--- src/hdl/acre_pkg.sv ---
`default_nettype none

package acre_pkg;

	// Default widths of the clip inputs and of the run counter.
	localparam int READ_LENGTH_BITS_DEF = 16;
	localparam int RUN_COUNT_BITS_DEF   = 28;

	localparam int WORD_W    = 32;
	localparam int OP_W      = 4;
	localparam int BASE_W    = 8;
	localparam int CLIP_W    = 16;
	localparam int SLOTS     = 3;
	localparam int SLOT_IDX_W = 2;

	localparam logic [BASE_W-1:0] GAP_CHAR = 8'd45;

	// Operation codes of a packed CIGAR word.
	typedef enum logic [OP_W-1:0] {
		OP_M = 4'd0,
		OP_I = 4'd1,
		OP_D = 4'd2,
		OP_S = 4'd4
	} cigar_op_t;

	// Kind of the run that is in progress.
	typedef enum logic [1:0] {
		RUN_M = 2'd0,
		RUN_I = 2'd1,
		RUN_D = 2'd2
	} run_op_t;

	// All words that one column causes, in output order.
	typedef struct packed {
		logic [SLOTS-1:0][WORD_W-1:0] words;
		logic [SLOT_IDX_W-1:0]        count;
		logic                         fin;
	} acre_bundle_t;

endpackage

`default_nettype wire

--- src/hdl/acre_front.sv ---
`default_nettype none

module acre_front #(
	parameter int READ_LENGTH_BITS = acre_pkg::READ_LENGTH_BITS_DEF,
	parameter int RUN_COUNT_BITS   = acre_pkg::RUN_COUNT_BITS_DEF
) (
	input  wire logic                        clk,
	input  wire logic                        arst_n,
	input  wire logic                        in_valid,
	output logic                             in_ready,
	input  wire logic [acre_pkg::BASE_W-1:0] ref_base,
	input  wire logic [acre_pkg::BASE_W-1:0] query_base,
	input  wire logic                        first_column,
	input  wire logic                        last_column,
	input  wire logic                        empty_alignment,
	input  wire logic [acre_pkg::CLIP_W-1:0] clip_begin,
	input  wire logic [acre_pkg::CLIP_W-1:0] clip_end,
	input  wire logic [acre_pkg::CLIP_W-1:0] total_read_length,
	input  wire logic                        q_full,
	output logic                             push,
	output acre_pkg::acre_bundle_t           bundle
);
	import acre_pkg::*;

	localparam int RLB = READ_LENGTH_BITS;
	localparam int RCB = RUN_COUNT_BITS;

	run_op_t          run_op_q;
	logic [RCB-1:0]   run_count_q;
	logic             run_open_q;

	logic [27:0]      cbeg_ext, cend_ext, rlen_ext;
	logic [RLB-1:0]   cbeg, cend, rlen;
	logic [RLB:0]     cend_p1;
	logic             rgap, qgap;
	logic             cur_open;
	run_op_t          cur_op;
	logic [RCB-1:0]   cur_cnt;
	logic             extend;
	run_op_t          nxt_op;
	logic [RCB-1:0]   nxt_cnt;
	logic             va, vb, vc;
	logic [WORD_W-1:0] wa, wb, wc;
	logic             accept;

	assign cbeg_ext = 28'(clip_begin);
	assign cend_ext = 28'(clip_end);
	assign rlen_ext = 28'(total_read_length);
	assign cbeg     = cbeg_ext[RLB-1:0];
	assign cend     = cend_ext[RLB-1:0];
	assign rlen     = rlen_ext[RLB-1:0];
	assign cend_p1  = {1'b0, cend} + (RLB+1)'(1);

	assign rgap = (ref_base == GAP_CHAR);
	assign qgap = (query_base == GAP_CHAR);

	// A first column drops whatever run is still open.
	assign cur_open = run_open_q && !first_column;
	assign cur_op   = first_column ? RUN_M : run_op_q;
	assign cur_cnt  = first_column ? '0 : run_count_q;

	always_comb begin
		extend = 1'b0;
		if (cur_open) begin
			case (cur_op)
				RUN_M:   extend = !rgap && !qgap;
				RUN_I:   extend = rgap;
				RUN_D:   extend = qgap;
				default: extend = qgap;
			endcase
		end
	end

	always_comb begin
		if (extend) begin
			nxt_op  = cur_op;
			nxt_cnt = (cur_cnt == '1) ? cur_cnt : cur_cnt + RCB'(1);
		end else begin
			nxt_op  = rgap ? RUN_I : (qgap ? RUN_D : RUN_M);
			nxt_cnt = RCB'(1);
		end
	end

	// Candidate words: leading clip or closed run, last run, trailing clip, or one whole-read clip.
	always_comb begin
		va = 1'b0;
		wa = '0;
		vb = 1'b0;
		wb = '0;
		vc = 1'b0;
		wc = '0;
		if (empty_alignment) begin
			va = 1'b1;
			wa = WORD_W'({rlen, OP_S});
		end else begin
			if (first_column && (cbeg != '0)) begin
				va = 1'b1;
				wa = WORD_W'({cbeg, OP_S});
			end else if (cur_open && !extend) begin
				va = 1'b1;
				wa = WORD_W'({cur_cnt, 2'b00, cur_op});
			end
			vb = last_column;
			wb = WORD_W'({nxt_cnt, 2'b00, nxt_op});
			vc = last_column && ({1'b0, rlen} > cend_p1);
			wc = WORD_W'({rlen - cend_p1[RLB-1:0], OP_S});
		end
	end

	always_comb begin
		bundle.words[0] = va ? wa : (vb ? wb : wc);
		bundle.words[1] = va ? (vb ? wb : wc) : wc;
		bundle.words[2] = wc;
		bundle.count    = SLOT_IDX_W'(va) + SLOT_IDX_W'(vb) + SLOT_IDX_W'(vc);
		bundle.fin      = empty_alignment || last_column;
	end

	assign in_ready = !q_full;
	assign accept   = in_valid && in_ready;
	assign push     = accept && (bundle.count != '0);

	always_ff @(posedge clk or negedge arst_n) begin
		if (!arst_n) begin
			run_op_q    <= RUN_M;
			run_count_q <= '0;
			run_open_q  <= 1'b0;
		end else if (accept) begin
			if (empty_alignment || last_column) begin
				run_op_q    <= RUN_M;
				run_count_q <= '0;
				run_open_q  <= 1'b0;
			end else begin
				run_op_q    <= nxt_op;
				run_count_q <= nxt_cnt;
				run_open_q  <= 1'b1;
			end
		end
	end

endmodule

`default_nettype wire

--- src/hdl/acre_queue.sv ---
`default_nettype none

module acre_queue (
	input  wire logic                   clk,
	input  wire logic                   arst_n,
	input  wire logic                   push,
	input  wire acre_pkg::acre_bundle_t push_data,
	output logic                        full,
	input  wire logic                   pop,
	output logic                        not_empty,
	output acre_pkg::acre_bundle_t      head
);
	import acre_pkg::*;

	acre_bundle_t mem_q [2];
	logic         wr_ptr_q;
	logic         rd_ptr_q;
	logic [1:0]   fill_q;

	assign full      = (fill_q == 2'd2);
	assign not_empty = (fill_q != 2'd0);
	assign head      = mem_q[rd_ptr_q];

	always_ff @(posedge clk) begin
		if (push) begin
			mem_q[wr_ptr_q] <= push_data;
		end
	end

	always_ff @(posedge clk or negedge arst_n) begin
		if (!arst_n) begin
			wr_ptr_q <= 1'b0;
			rd_ptr_q <= 1'b0;
			fill_q   <= 2'd0;
		end else begin
			if (push) begin
				wr_ptr_q <= !wr_ptr_q;
			end
			if (pop) begin
				rd_ptr_q <= !rd_ptr_q;
			end
			fill_q <= fill_q + 2'(push) - 2'(pop);
		end
	end

endmodule

`default_nettype wire

--- src/hdl/acre_back.sv ---
`default_nettype none

module acre_back (
	input  wire logic                        clk,
	input  wire logic                        arst_n,
	input  wire logic                        q_not_empty,
	input  wire acre_pkg::acre_bundle_t      q_head,
	output logic                             q_pop,
	output logic                             out_valid,
	input  wire logic                        out_ready,
	output logic [acre_pkg::WORD_W-1:0]      cigar_word,
	output logic                             final_word,
	output logic                             last_of_item
);
	import acre_pkg::*;

	acre_bundle_t          hold_q;
	logic                  hold_valid_q;
	logic [SLOT_IDX_W-1:0] idx_q;
	logic                  at_last;
	logic                  take;

	assign at_last      = (idx_q == hold_q.count - SLOT_IDX_W'(1));
	assign out_valid    = hold_valid_q;
	assign cigar_word   = hold_q.words[idx_q];
	assign last_of_item = at_last;
	assign final_word   = at_last && hold_q.fin;

	assign take  = hold_valid_q && out_ready;
	assign q_pop = q_not_empty && (!hold_valid_q || (take && at_last));

	always_ff @(posedge clk) begin
		if (q_pop) begin
			hold_q <= q_head;
		end
	end

	always_ff @(posedge clk or negedge arst_n) begin
		if (!arst_n) begin
			hold_valid_q <= 1'b0;
			idx_q        <= '0;
		end else if (q_pop) begin
			hold_valid_q <= 1'b1;
			idx_q        <= '0;
		end else if (take) begin
			if (at_last) begin
				hold_valid_q <= 1'b0;
				idx_q        <= '0;
			end else begin
				idx_q <= idx_q + SLOT_IDX_W'(1);
			end
		end
	end

endmodule

`default_nettype wire

--- src/hdl/alignment_cigar_run_encoder_unit.sv ---
`default_nettype none

// Streaming BAM CIGAR encoder. Each input word is one alignment column (reference
// and query byte, '-' being a gap) plus first, last and empty-alignment flags and
// the clip bounds; each output word is one packed CIGAR entry, length << 4 | op,
// with M=0, I=1, D=2, S=4, flagged with final_word on the last entry of an
// alignment and last_of_item on the last entry caused by a column. The front end
// takes one column per cycle while its queue is not full, updates the open run and
// builds the words the column causes, up to three; these sit in a two-entry queue
// and the back end sends them one per cycle through a registered output while the
// receiver is ready. The sustained rate is one column per cycle as long as the
// columns average at most one output word each; the single output word per cycle
// is what limits it otherwise. Columns that only extend a run produce no output.
module alignment_cigar_run_encoder_unit #(
	parameter int READ_LENGTH_BITS = acre_pkg::READ_LENGTH_BITS_DEF,
	parameter int RUN_COUNT_BITS   = acre_pkg::RUN_COUNT_BITS_DEF
) (
	input  wire logic                        clk,
	input  wire logic                        arst_n,
	input  wire logic                        in_valid,
	output logic                             in_ready,
	input  wire logic [acre_pkg::BASE_W-1:0] ref_base,
	input  wire logic [acre_pkg::BASE_W-1:0] query_base,
	input  wire logic                        first_column,
	input  wire logic                        last_column,
	input  wire logic                        empty_alignment,
	input  wire logic [acre_pkg::CLIP_W-1:0] clip_begin,
	input  wire logic [acre_pkg::CLIP_W-1:0] clip_end,
	input  wire logic [acre_pkg::CLIP_W-1:0] total_read_length,
	output logic                             out_valid,
	input  wire logic                        out_ready,
	output logic [acre_pkg::WORD_W-1:0]      cigar_word,
	output logic                             final_word,
	output logic                             last_of_item
);
	import acre_pkg::*;

	// Words built by the front end for one column, and the queue handshake.
	acre_bundle_t push_bundle;
	acre_bundle_t head_bundle;
	logic         push;
	logic         q_full;
	logic         q_not_empty;
	logic         q_pop;

	// The front end holds the open run and classifies every column: it decides
	// whether the column extends the run or closes it, and adds the soft clips.
	acre_front #(
		.READ_LENGTH_BITS(READ_LENGTH_BITS),
		.RUN_COUNT_BITS  (RUN_COUNT_BITS)
	) u_front (
		.clk              (clk),
		.arst_n           (arst_n),
		.in_valid         (in_valid),
		.in_ready         (in_ready),
		.ref_base         (ref_base),
		.query_base       (query_base),
		.first_column     (first_column),
		.last_column      (last_column),
		.empty_alignment  (empty_alignment),
		.clip_begin       (clip_begin),
		.clip_end         (clip_end),
		.total_read_length(total_read_length),
		.q_full           (q_full),
		.push             (push),
		.bundle           (push_bundle)
	);

	// The queue lets the input keep flowing while the output side is stalled.
	acre_queue u_queue (
		.clk      (clk),
		.arst_n   (arst_n),
		.push     (push),
		.push_data(push_bundle),
		.full     (q_full),
		.pop      (q_pop),
		.not_empty(q_not_empty),
		.head     (head_bundle)
	);

	// The back end sends the queued words one at a time and tags the last ones.
	acre_back u_back (
		.clk         (clk),
		.arst_n      (arst_n),
		.q_not_empty (q_not_empty),
		.q_head      (head_bundle),
		.q_pop       (q_pop),
		.out_valid   (out_valid),
		.out_ready   (out_ready),
		.cigar_word  (cigar_word),
		.final_word  (final_word),
		.last_of_item(last_of_item)
	);

endmodule

`default_nettype wire

--- config.mk ---
export PLATFORM = sky130hd
export DESIGN_NAME = alignment_cigar_run_encoder_unit
export DESIGN_NICKNAME = d
export VERILOG_FILES = /design/src/hdl/acre_pkg.sv /design/src/hdl/acre_front.sv /design/src/hdl/acre_queue.sv /design/src/hdl/acre_back.sv /design/src/hdl/alignment_cigar_run_encoder_unit.sv
export SDC_FILE = /design/constraint.sdc
export NUM_CORES = 1
export LEC_CHECK = 0
export ABC_AREA = 1
export BUFFER_PORTS_ARGS = -buffer_cell sky130_fd_sc_hd__buf_2
export CAP_MARGIN = 20
export CORE_ASPECT_RATIO = 1.2
export CORE_MARGIN = 5
export CORE_UTILIZATION = 61
export DETAILED_ROUTE_END_ITERATION = 7
export PLACE_DENSITY = 0.83
export SETUP_SLACK_MARGIN = 0.02
export SKIP_LAST_GASP = 1
export SLEW_MARGIN = 10
export SYNTH_ARGS = -nofsm -noshare
export SYNTH_HDL_FRONTEND = slang
export SYNTH_SLANG_ARGS = --single-unit
--- constraint.sdc ---
create_clock -name clk -period 8 [get_ports clk]
set_clock_uncertainty 0.15 [all_clocks]
set_input_delay 1.6 -clock clk [delete_from_list [all_inputs] [get_ports clk]]
set_output_delay 1.6 -clock clk [all_outputs]
set_load 0.05 [all_outputs]
==> metrics.md, run 1 <==
| Metric | Value |
|---|---|
| Status | `finished, final reports clean` |
| Post-CTS Setup Inserts | `0` |
| Post-synthesis register bit count | `284` |
| Post-layout net count | `1,678` |
| Worst vdd ir | `0.000202 V` |
| Drt drc | `0` |
| Wire length of the first global-routing pass | `57.0 mm` |
| Drt pass-1 iters | `6` |
| Clock Latency Late Sink | `520 ps` |
| Top-Level Pins | `107` |
| RSZ-0062 raised after global routing | `no` |
| Hold slack | `353 ps` |
| Post-synth ARST share | `0.134` |
| Post-synth cell types | `42` |
| Setup crit start kind | `input pin` |
| Cell area after synthesis | `between 0.01 and 0.015 mm^2` |
| Required @ worst endpoint | `8000 ps` |
| Clk slew on worst S/H paths | `approximately 60 ps` |
| Clock Tree Buf Depth | `3` |
| P&R area growth vs syn | `11.5%` |
| Largest net degree at the start of global routing | `84` |
| Detailed router's first-iteration violation count | `1,099` |
| Commonest non-fill, non-tap cell in the layout | `nand2_1` |
| Die height | `approximately 180 um` |
| Root Buffer | `clkbuf_16` |
| Antenna Violating Nets Remaining | `0` |
| Max-cap violations | `0` |
| Fraction of layout cells with a size suffix above 1 | `0.184` |
| # hold bufs at CTS | `0` |
| Worst endpoint data arrival time | `roughly 6100 ps` |
| Final instance area | `0.0162 mm^2` |
| Ys Warns | `0` |
| Number of global-route vias before repair | `10,840` |
| Final WL | `about 36 mm` |
| Slew Viols, Final | `0` |
| Wirelength per Cell | `18.8 um` |
| Post-synth top flop | `edfxtp_1` |
| H-tree levels | `1` |
| Final GP Congestion | `between 0.9 and 1` |
| PD cells | `approximately 330 mW/mm^2` |
| Via Count | `11,011` |
| # port buffers | `105` |
| Post-DP HPWL | `25.4 mm` |
| Total track usage | `0.271` |
| Slew @ Worst Pin | `1120 ps` |
| Die area | `0.0270 mm^2` |
| Max Fclk | `163 MHz` |
| Setup violators final | `0` |
| Int Power | `about 0.0034 W` |
| CP Capture Type | `flip-flop` |
| Hold/Removal Path Class | `reg -> reg` |
| Switching share of power | `0.377` |
| CTS sink cnt | `~280` |
| Vias per Instance | `between 5 and 6` |
| Post-synthesis sequential area ratio | `0.574` |
| Post-layout util | `0.694` |
| Grt ovf | `0` |
| Initial antenna violation count | `0` |
| Post-CTS resize count | `0` |
| FF/Latch Area | `0.00834 mm^2` |
| Area after DPL | `0.0153 mm^2` |
| Max FO, Critical Path | `54` |
| Combinational group share of total power | `0.332` |
| Final period util | `0.766` |
| Cells after DPL | `between 1,500 and 2,000` |
| Rows | `61` |
| Filler Cell Count | `1,726` |
| Post-synth EDFFs | `246` |
| Die width | `151 um` |
| Core Box Area | `0.0234 mm^2` |
| Crit path time final | `about 6100 ps` |
| Final antenna diode count | `0` |
| Commonest cells after routing, fill and taps aside | `nand2_1 (339), edfxtp_1 (246), nor2_1 (160)` |
| Layout Cells excl Fill | `roughly 1,900` |
| Max_slew headroom | `0.252` |
| Num CTS Buffers | `27` |
| Avg Cell Area, Syn | `9.86 um^2` |
| CTS tree | `yes` |
| Area occupied by multi-input gates | `between 0.005 and 0.006 mm^2` |
| Fin. Hold Viols | `0` |
| Clock power share | `0.225` |
| Sw power | `a little over 0.002 W` |
| Initial Utilization | `0.622` |
| WS Path Type | `in -> reg` |
| Reg power frac | `0.442` |
| Cells after Synth | `roughly 1,500` |
| Pleak | `6.64 nW` |
| Setup TNS | `0 ps` |
==> cells by family (layout without fill, tap and decap cells) <==
group                      count (synthesis)  after routing  synth area share
xor gates and xnor gates                  25             25            0.0151
other                                      1             25          0.000258
and+or+nand+nor                          716            716             0.216
muxes                                     82             82            0.0635
DFF                                      284            284             0.574
buffers and inverters                    195            303            0.0577
adders and majority gates                 22             22            0.0200
AOI/OAI and AO/OA                        148            148            0.0536
==> metal layers <==
layer  vias to the layer above  track usage  wire, um
met2                       520        0.454     17400
met4                         0       0.0669       828
met3                        65       0.0397      2870
met1                      5213        0.377     15000
li1                       5213            -         -
met5                         -            0         0
==> worst max-delay path: stages <==
cell and delay (ps):
buf_2 100, ha_1 180, nand3_1 140, nor4_1 450, nand2_1 210, nor3b_1 270, xnor2_1 100, ha_1 370
nand2_1 110, nor3_1 190, nand2_1 90, nand2_1 60, nand2_1 80, nand2_1 70, nand4_1 260, fa_1 590
a21oi_1 310, inv_1 180, nor2_4 130, buf_4 570
==> through the flow <==
stage / power, W / setup slack, ps
5_1_grt: 0.00563 / 1500
6_report: 0.00538 / 1870
4_1_cts: 0.00540 / 1860
3_5_place_dp: 0.00418 / 1370
3_3_place_gp: 0.00410 / 1510
2_1_floorplan: 0.00371 / -621
==> cells in the mapped netlist (all sizes together), types with 20 or more instances <==
cell | n | share of area
nand2 | 357 | 0.096
edfxtp | 246 | 0.51
nor2 | 177 | 0.049
inv | 134 | 0.035
nand3 | 124 | 0.046
o21ai | 105 | 0.036
mux2 | 82 | 0.064
dfrtp | 38 | 0.065
clkbuf | 34 | 0.0088
nand4 | 27 | 0.012
buf | 25 | 0.013
a21oi | 21 | 0.0072
ha | 20 | 0.017
==> sequential cells by signal, indices dropped and copies added (netlist names) <==
register,cells
u_queue.rd_ptr_q,1
u_front.run_op_q,2
u_front.run_count_q,28
u_back.idx_q,2
u_queue.mem_q,164
u_queue.fill_q,2
u_queue.wr_ptr_q,1
u_front.run_open_q,1
u_back.out_valid,1
u_back.hold_q,82
==> layout make-up <==
class,instances,area share
repair buffers,118,0.0394
inverters,136,0.0318
clock buffers,28,0.0419
clock inverters,21,0.0101
multi-input cells,1018,0.338
well taps,315,0.0243
flip-flops and latches,284,0.515
==> path summary, 6_finish.rpt <==
path	startpoint	end	slack, ps	depth (start not counted)
min	u_front.run_count_q[26]	u_front.run_count_q[26]	350	2
max in group asynchronous	arst_n	u_queue.rd_ptr_q	5870	1
max reg2reg	u_front.run_op_q[1]	u_queue.mem_q[0][82]	3210	12
max	clip_end[0]	u_queue.mem_q[0][82]	1870	20
min in group asynchronous	arst_n	u_front.run_open_q	1080	1
min reg2reg	u_front.run_count_q[26]	u_front.run_count_q[26]	350	2
==> power groups by stage <==
stage	Clock (W)	Sequential (W)	Combinational, W
3_5_place_dp	0	0.00242	0.00176
2_1_floorplan	0	0.00233	0.00138
5_1_grt	0.00129	0.00242	0.00192
6_report	0.00121	0.00238	0.00179
3_3_place_gp	0	0.00239	0.00171
4_1_cts	0.00123	0.00240	0.00178
(Power assumes the default switching activity.)
==> run 2: changes to the inputs <==
--- a/config.mk
+++ b/config.mk
@@ -5,14 +5,14 @@
 export SDC_FILE = /design/constraint.sdc
 export NUM_CORES = 1
 export LEC_CHECK = 0
-export ABC_AREA = 1
+export ABC_AREA = 0
 export BUFFER_PORTS_ARGS = -buffer_cell sky130_fd_sc_hd__buf_2
 export CAP_MARGIN = 20
 export CORE_ASPECT_RATIO = 1.2
 export CORE_MARGIN = 5
-export CORE_UTILIZATION = 61
+export CORE_UTILIZATION = 60
 export DETAILED_ROUTE_END_ITERATION = 7
-export PLACE_DENSITY = 0.83
+export PLACE_DENSITY = 0.82
 export SETUP_SLACK_MARGIN = 0.02
 export SKIP_LAST_GASP = 1
 export SLEW_MARGIN = 10
==> constraint.sdc (replaced) <==
create_clock -name clk -period 5.72 [get_ports clk]
set_clock_uncertainty 0.15 [all_clocks]
set_input_delay 1.144 -clock clk [delete_from_list [all_inputs] [get_ports clk]]
set_output_delay 1.144 -clock clk [all_outputs]
set_load 0.05 [all_outputs]
==> run 2 against run 1 <==
  * Count of clock-buffer cells in the layout increased by 5
  * Register-to-register slack worse by 1100 ps
  * Cell count shrank 23%
  * Combinational power increased by 20%
  * Total power is 29% higher
  * Hold slack got worse by 31 ps
  * Critical endpoint is now u_queue.mem_q[0][77]
==> metrics.md, run 2 <==
| Metric | Value |
|---|---|
| Final period util | `0.877` |
| Largest family of logic cells by synthesized area | `simple AND/OR/NAND/NOR gates (unchanged)` |
| Clk slew on worst S/H paths | `60 ps (about the same)` |
| Reg power frac | `0.449 (was 0.442)` |
| Post-Synth XOR/XNOR Area | `0.0302 (was 0.0151)` |
| Area occupied by multi-input gates | `0.00515 mm^2 (was 0.00547 mm^2)` |
| Post-synthesis compound-gate area fraction | `0.0992 (was 0.0536)` |
| Max_slew headroom | `0.226 (was 0.252)` |
| Initial Utilization | `0.608 (was 0.622)` |
| Fin. Hold Viols | `0 (unchanged)` |
| Fraction of layout cells with a size suffix above 1 | `0.233 (was 0.184)` |
| Largest net degree at the start of global routing | `84 (unchanged)` |
| Post-Synth Adder-Cell Area | `0.0213 (was 0.0200)` |
| Post-layout net count | `1,281 (was 1,678)` |
| Top-Level Pins | `107 (unchanged)` |
| Via Count | `9,196 (was 11,011)` |
| H-tree levels | `1 (unchanged)` |
| Setup crit start kind | `input pin (unchanged)` |
| Mux cell area share after synthesis | `0.0963 (was 0.0635)` |
| Antenna Violating Nets Remaining | `0 (unchanged)` |
| Root Buffer | `clkbuf_16 (unchanged)` |
| Post-Place Setup Slack | `172 ps (was 1370 ps)` |
| Cell area after synthesis | `0.0136 mm^2 (was 0.0145 mm^2)` |
| Cells after DPL | `1,439 (was 1,869)` |
| Final instance area | `0.0155 mm^2 (was 0.0162 mm^2)` |
| Post-CTS resize count | `0 (unchanged)` |
| Drt drc | `0 (unchanged)` |
| Vias per Instance | `6.19 (was 5.73)` |
| Post-synthesis register bit count | `284 (unchanged)` |
| Pleak | `5.62 nW (was 6.64 nW)` |
| Yosys top cell by area | `edfxtp_1 (unchanged)` |
| Count leader, synth | `edfxtp_1 (was nand2_1)` |
| Final WL | `31.1 mm (was 36.1 mm)` |
| Area after DPL | `0.0146 mm^2 (was 0.0153 mm^2)` |
| P&R area growth vs syn | `13.4% (was 11.5%)` |
| Grt ovf | `0 (unchanged)` |
| Die height | `175 um (was 179 um)` |
| Required @ worst endpoint | `5770 ps (was 8000 ps)` |
| Worst hold stages | `2 (unchanged)` |
| Post-synth EDFFs | `246 (unchanged)` |
| Layout Cells excl Fill | `1,486 (was 1,920)` |
| Worst R2R Path Depth | `9 (was 12)` |
| Clock Latency Late Sink | `520 ps (about the same)` |
| Post-CTS Setup Inserts | `0 (unchanged)` |
| Wirelength per Cell | `20.9 um (was 18.8 um)` |
| Total track usage | `0.237 (was 0.271)` |
| Crit path time final | `~5000 ps` |
| Num CTS Buffers | `26 (was 27)` |
| Filler Cell Count | `1,523 (was 1,726)` |
| Cells after Synth | `1,071 (was 1,473)` |
| # port buffers | `105 (unchanged)` |
| Final antenna diode count | `0 (unchanged)` |
| # hold bufs at CTS | `0 (unchanged)` |
| Hold/Removal Path Class | `reg -> reg (unchanged)` |
| FF/Latch Area | `0.00834 mm^2 (unchanged)` |
| Post-synth top flop | `edfxtp_1 (unchanged)` |
| CTS sink cnt | `284 (unchanged)` |
| Post-synthesis sequential area ratio | `0.611 (was 0.574)` |
| Top post-synthesis cells by count | `edfxtp_1 (246), nand2_1 (105), mux2_2 (82) (was nand2_1 (339), edfxtp_1 (246), nor2_1 (165))` |
| Simple-Gate Fraction of Synth Area | `0.118 (was 0.216)` |
| Max reg flops | `164 (unchanged)` |
| PD cells | `450 mW/mm^2 (was 332 mW/mm^2)` |
| Clock Tree Buf Depth | `3 (unchanged)` |
| Commonest cells after routing, fill and taps aside | `edfxtp_1 (246), buf_2 (105), nand2_1 (103) (was nand2_1 (339), edfxtp_1 (246), nor2_1 (160))` |
| Post-synth ARST share | `0.134 (unchanged)` |
| Clock power share | `0.243 (was 0.225)` |
| Setup violators final | `0 (unchanged)` |
| Final GP Congestion | `0.943 (was 0.980)` |
| Switching share of power | `0.345 (was 0.377)` |
| Hold slack | `322 ps (was 353 ps)` |
| Area contributors post-synth | `edfxtp_1 (54%), dfrtp_1 (7.0%), mux2_2 (6.8%) (was edfxtp_1 (51%), nand2_1 (8.8%), dfrtp_1 (6.5%))` |
| Sw power | `0.00240 W (was 0.00203 W)` |
| Final setup margin | `706 ps (was 1870 ps)` |
| Rows | `60 (was 61)` |
| Post-DP HPWL | `21.4 mm (was 25.4 mm)` |
| Most flops, register | `u_queue.mem_q (unchanged)` |
| Drt pass-1 iters | `5 (was 6)` |
| Max-cap violations | `0 (unchanged)` |
| Die area | `0.0259 mm^2 (was 0.0270 mm^2)` |
| Status | `finished, final reports clean (unchanged)` |
| Number of global-route vias before repair | `9,088 (was 10,840)` |
| Slew Viols, Final | `0 (unchanged)` |
| Commonest non-fill, non-tap cell in the layout | `edfxtp_1 (was nand2_1)` |
| Worst endpoint data arrival time | `5060 ps (was 6130 ps)` |
| Combinational group share of total power | `0.308 (was 0.332)` |
| Die width | `148 um (was 151 um)` |
| WS Path Type | `in -> reg (unchanged)` |
| Core Box Area | `0.0224 mm^2 (was 0.0234 mm^2)` |
| Detailed router's first-iteration violation count | `944 (was 1,099)` |
| Avg Cell Area, Syn | `12.7 um^2 (was 9.86 um^2)` |
| CP Capture Type | `flip-flop (unchanged)` |
| Top flop regs | `u_queue.mem_q: 164 flops, u_back.hold_q: 82 flops, u_front.run_count_q: 28 flops (unchanged)` |
| Wire length of the first global-routing pass | `48.7 mm (was 57.0 mm)` |
| RSZ-0062 raised after global routing | `no (unchanged)` |
| Slew @ Worst Pin | `1160 ps (was 1120 ps)` |
| Post-synth cell types | `78 (was 42)` |
| Synth top area share | `0.541 (was 0.508)` |
| Ys Warns | `0 (unchanged)` |
| Max Fclk | `about 200 MHz` |
| Initial antenna violation count | `0 (unchanged)` |
| Worst vdd ir | `0.000331 V (was 0.000202 V)` |
| Int Power | `0.00456 W (was 0.00335 W)` |
| Max FO, Critical Path | `49 (was 54)` |
| CTS tree | `yes (unchanged)` |
run 2: changes by cell type in the layout (fill, tap and decap cells not counted), moves of 16 or more:
cell | before | now
nor2_1 | 160 | 59
inv_1 | 132 | 25
nand2_1 | 339 | 103
nand3_1 | 115 | 24
nor2b_1 | 0 | 16
o21ai_0 | 103 | 60
mux2i_1 | 0 | 39
run 2: path summary, 6_finish.rpt:
kind | start | end | slack [ps]
max reg2reg | u_front.run_open_q | u_queue.mem_q[0][77] | 2110
min in group asynchronous | arst_n | u_front.run_count_q[16] | 630
min | u_front.run_open_q | u_front.run_open_q | 320
min reg2reg | u_front.run_open_q | u_front.run_open_q | 320
max | clip_end[0] | u_queue.mem_q[0][77] | 710
max in group asynchronous | arst_n | u_queue.rd_ptr_q | 4050
run 2: layout make-up:
type,instances,share of cell area
tap,279,0.0226
multi-input combinational,727,0.333
timing repair buffer,121,0.0441
inverter,28,0.00687
clock inverter,14,0.00841
clock buffer,33,0.0464
sequential,284,0.539
run 2: layer usage:
layer	vias up	wire, um	track usage
met4	0	976	0.0719
met1	4439	12900	0.324
li1	4259	-	-
met2	424	15000	0.396
met3	74	2280	0.0371
met5	-	0	0
run 2: kinds of logic (layout without fill, tap and decap cells):
group | Yosys count | count (layout)
simple gates | 307 | 307
flops | 284 | 284
compound gates | 205 | 205
mux | 121 | 121
buf+inv | 84 | 196
xor+xnor | 47 | 47
fa+ha+maj | 22 | 22
other cells | 1 | 25
run 2: critical path, cell delays in order:
cell and delay (ps):
buf_2 110, ha_1 220, nand3_1 150, nor2_1 330
xnor2_1 180, ha_1 330, a21o_1 180, a21o_1 180
a21oi_2 140, nand2_1 80, o221ai_2 260, nor2b_1 80
o21ai_1 330, fa_1 530, a21oi_2 250, nor2b_4 260
buf_12 290
run 2: per-stage QoR:
stage | power [W] | utilization | setup TNS [ps]
2_1_floorplan | 0.00471 | - | -2260
3_3_place_gp | 0.00524 | 0.652 | 0
3_5_place_dp | 0.00530 | 0.652 | 0
4_1_cts | 0.00700 | 0.690 | 0
5_1_grt | 0.00727 | 0.690 | 0
6_report | 0.00696 | 0.690 | 0
run 2: power groups by stage:
stage          Sequential, W  Combinational (W)  Clock (W)
3_5_place_dp         0.00316            0.00214          0
4_1_cts              0.00313            0.00216    0.00171
3_3_place_gp         0.00313            0.00211          0
6_report             0.00313            0.00214    0.00169
2_1_floorplan        0.00301            0.00170          0
5_1_grt              0.00316            0.00228    0.00182
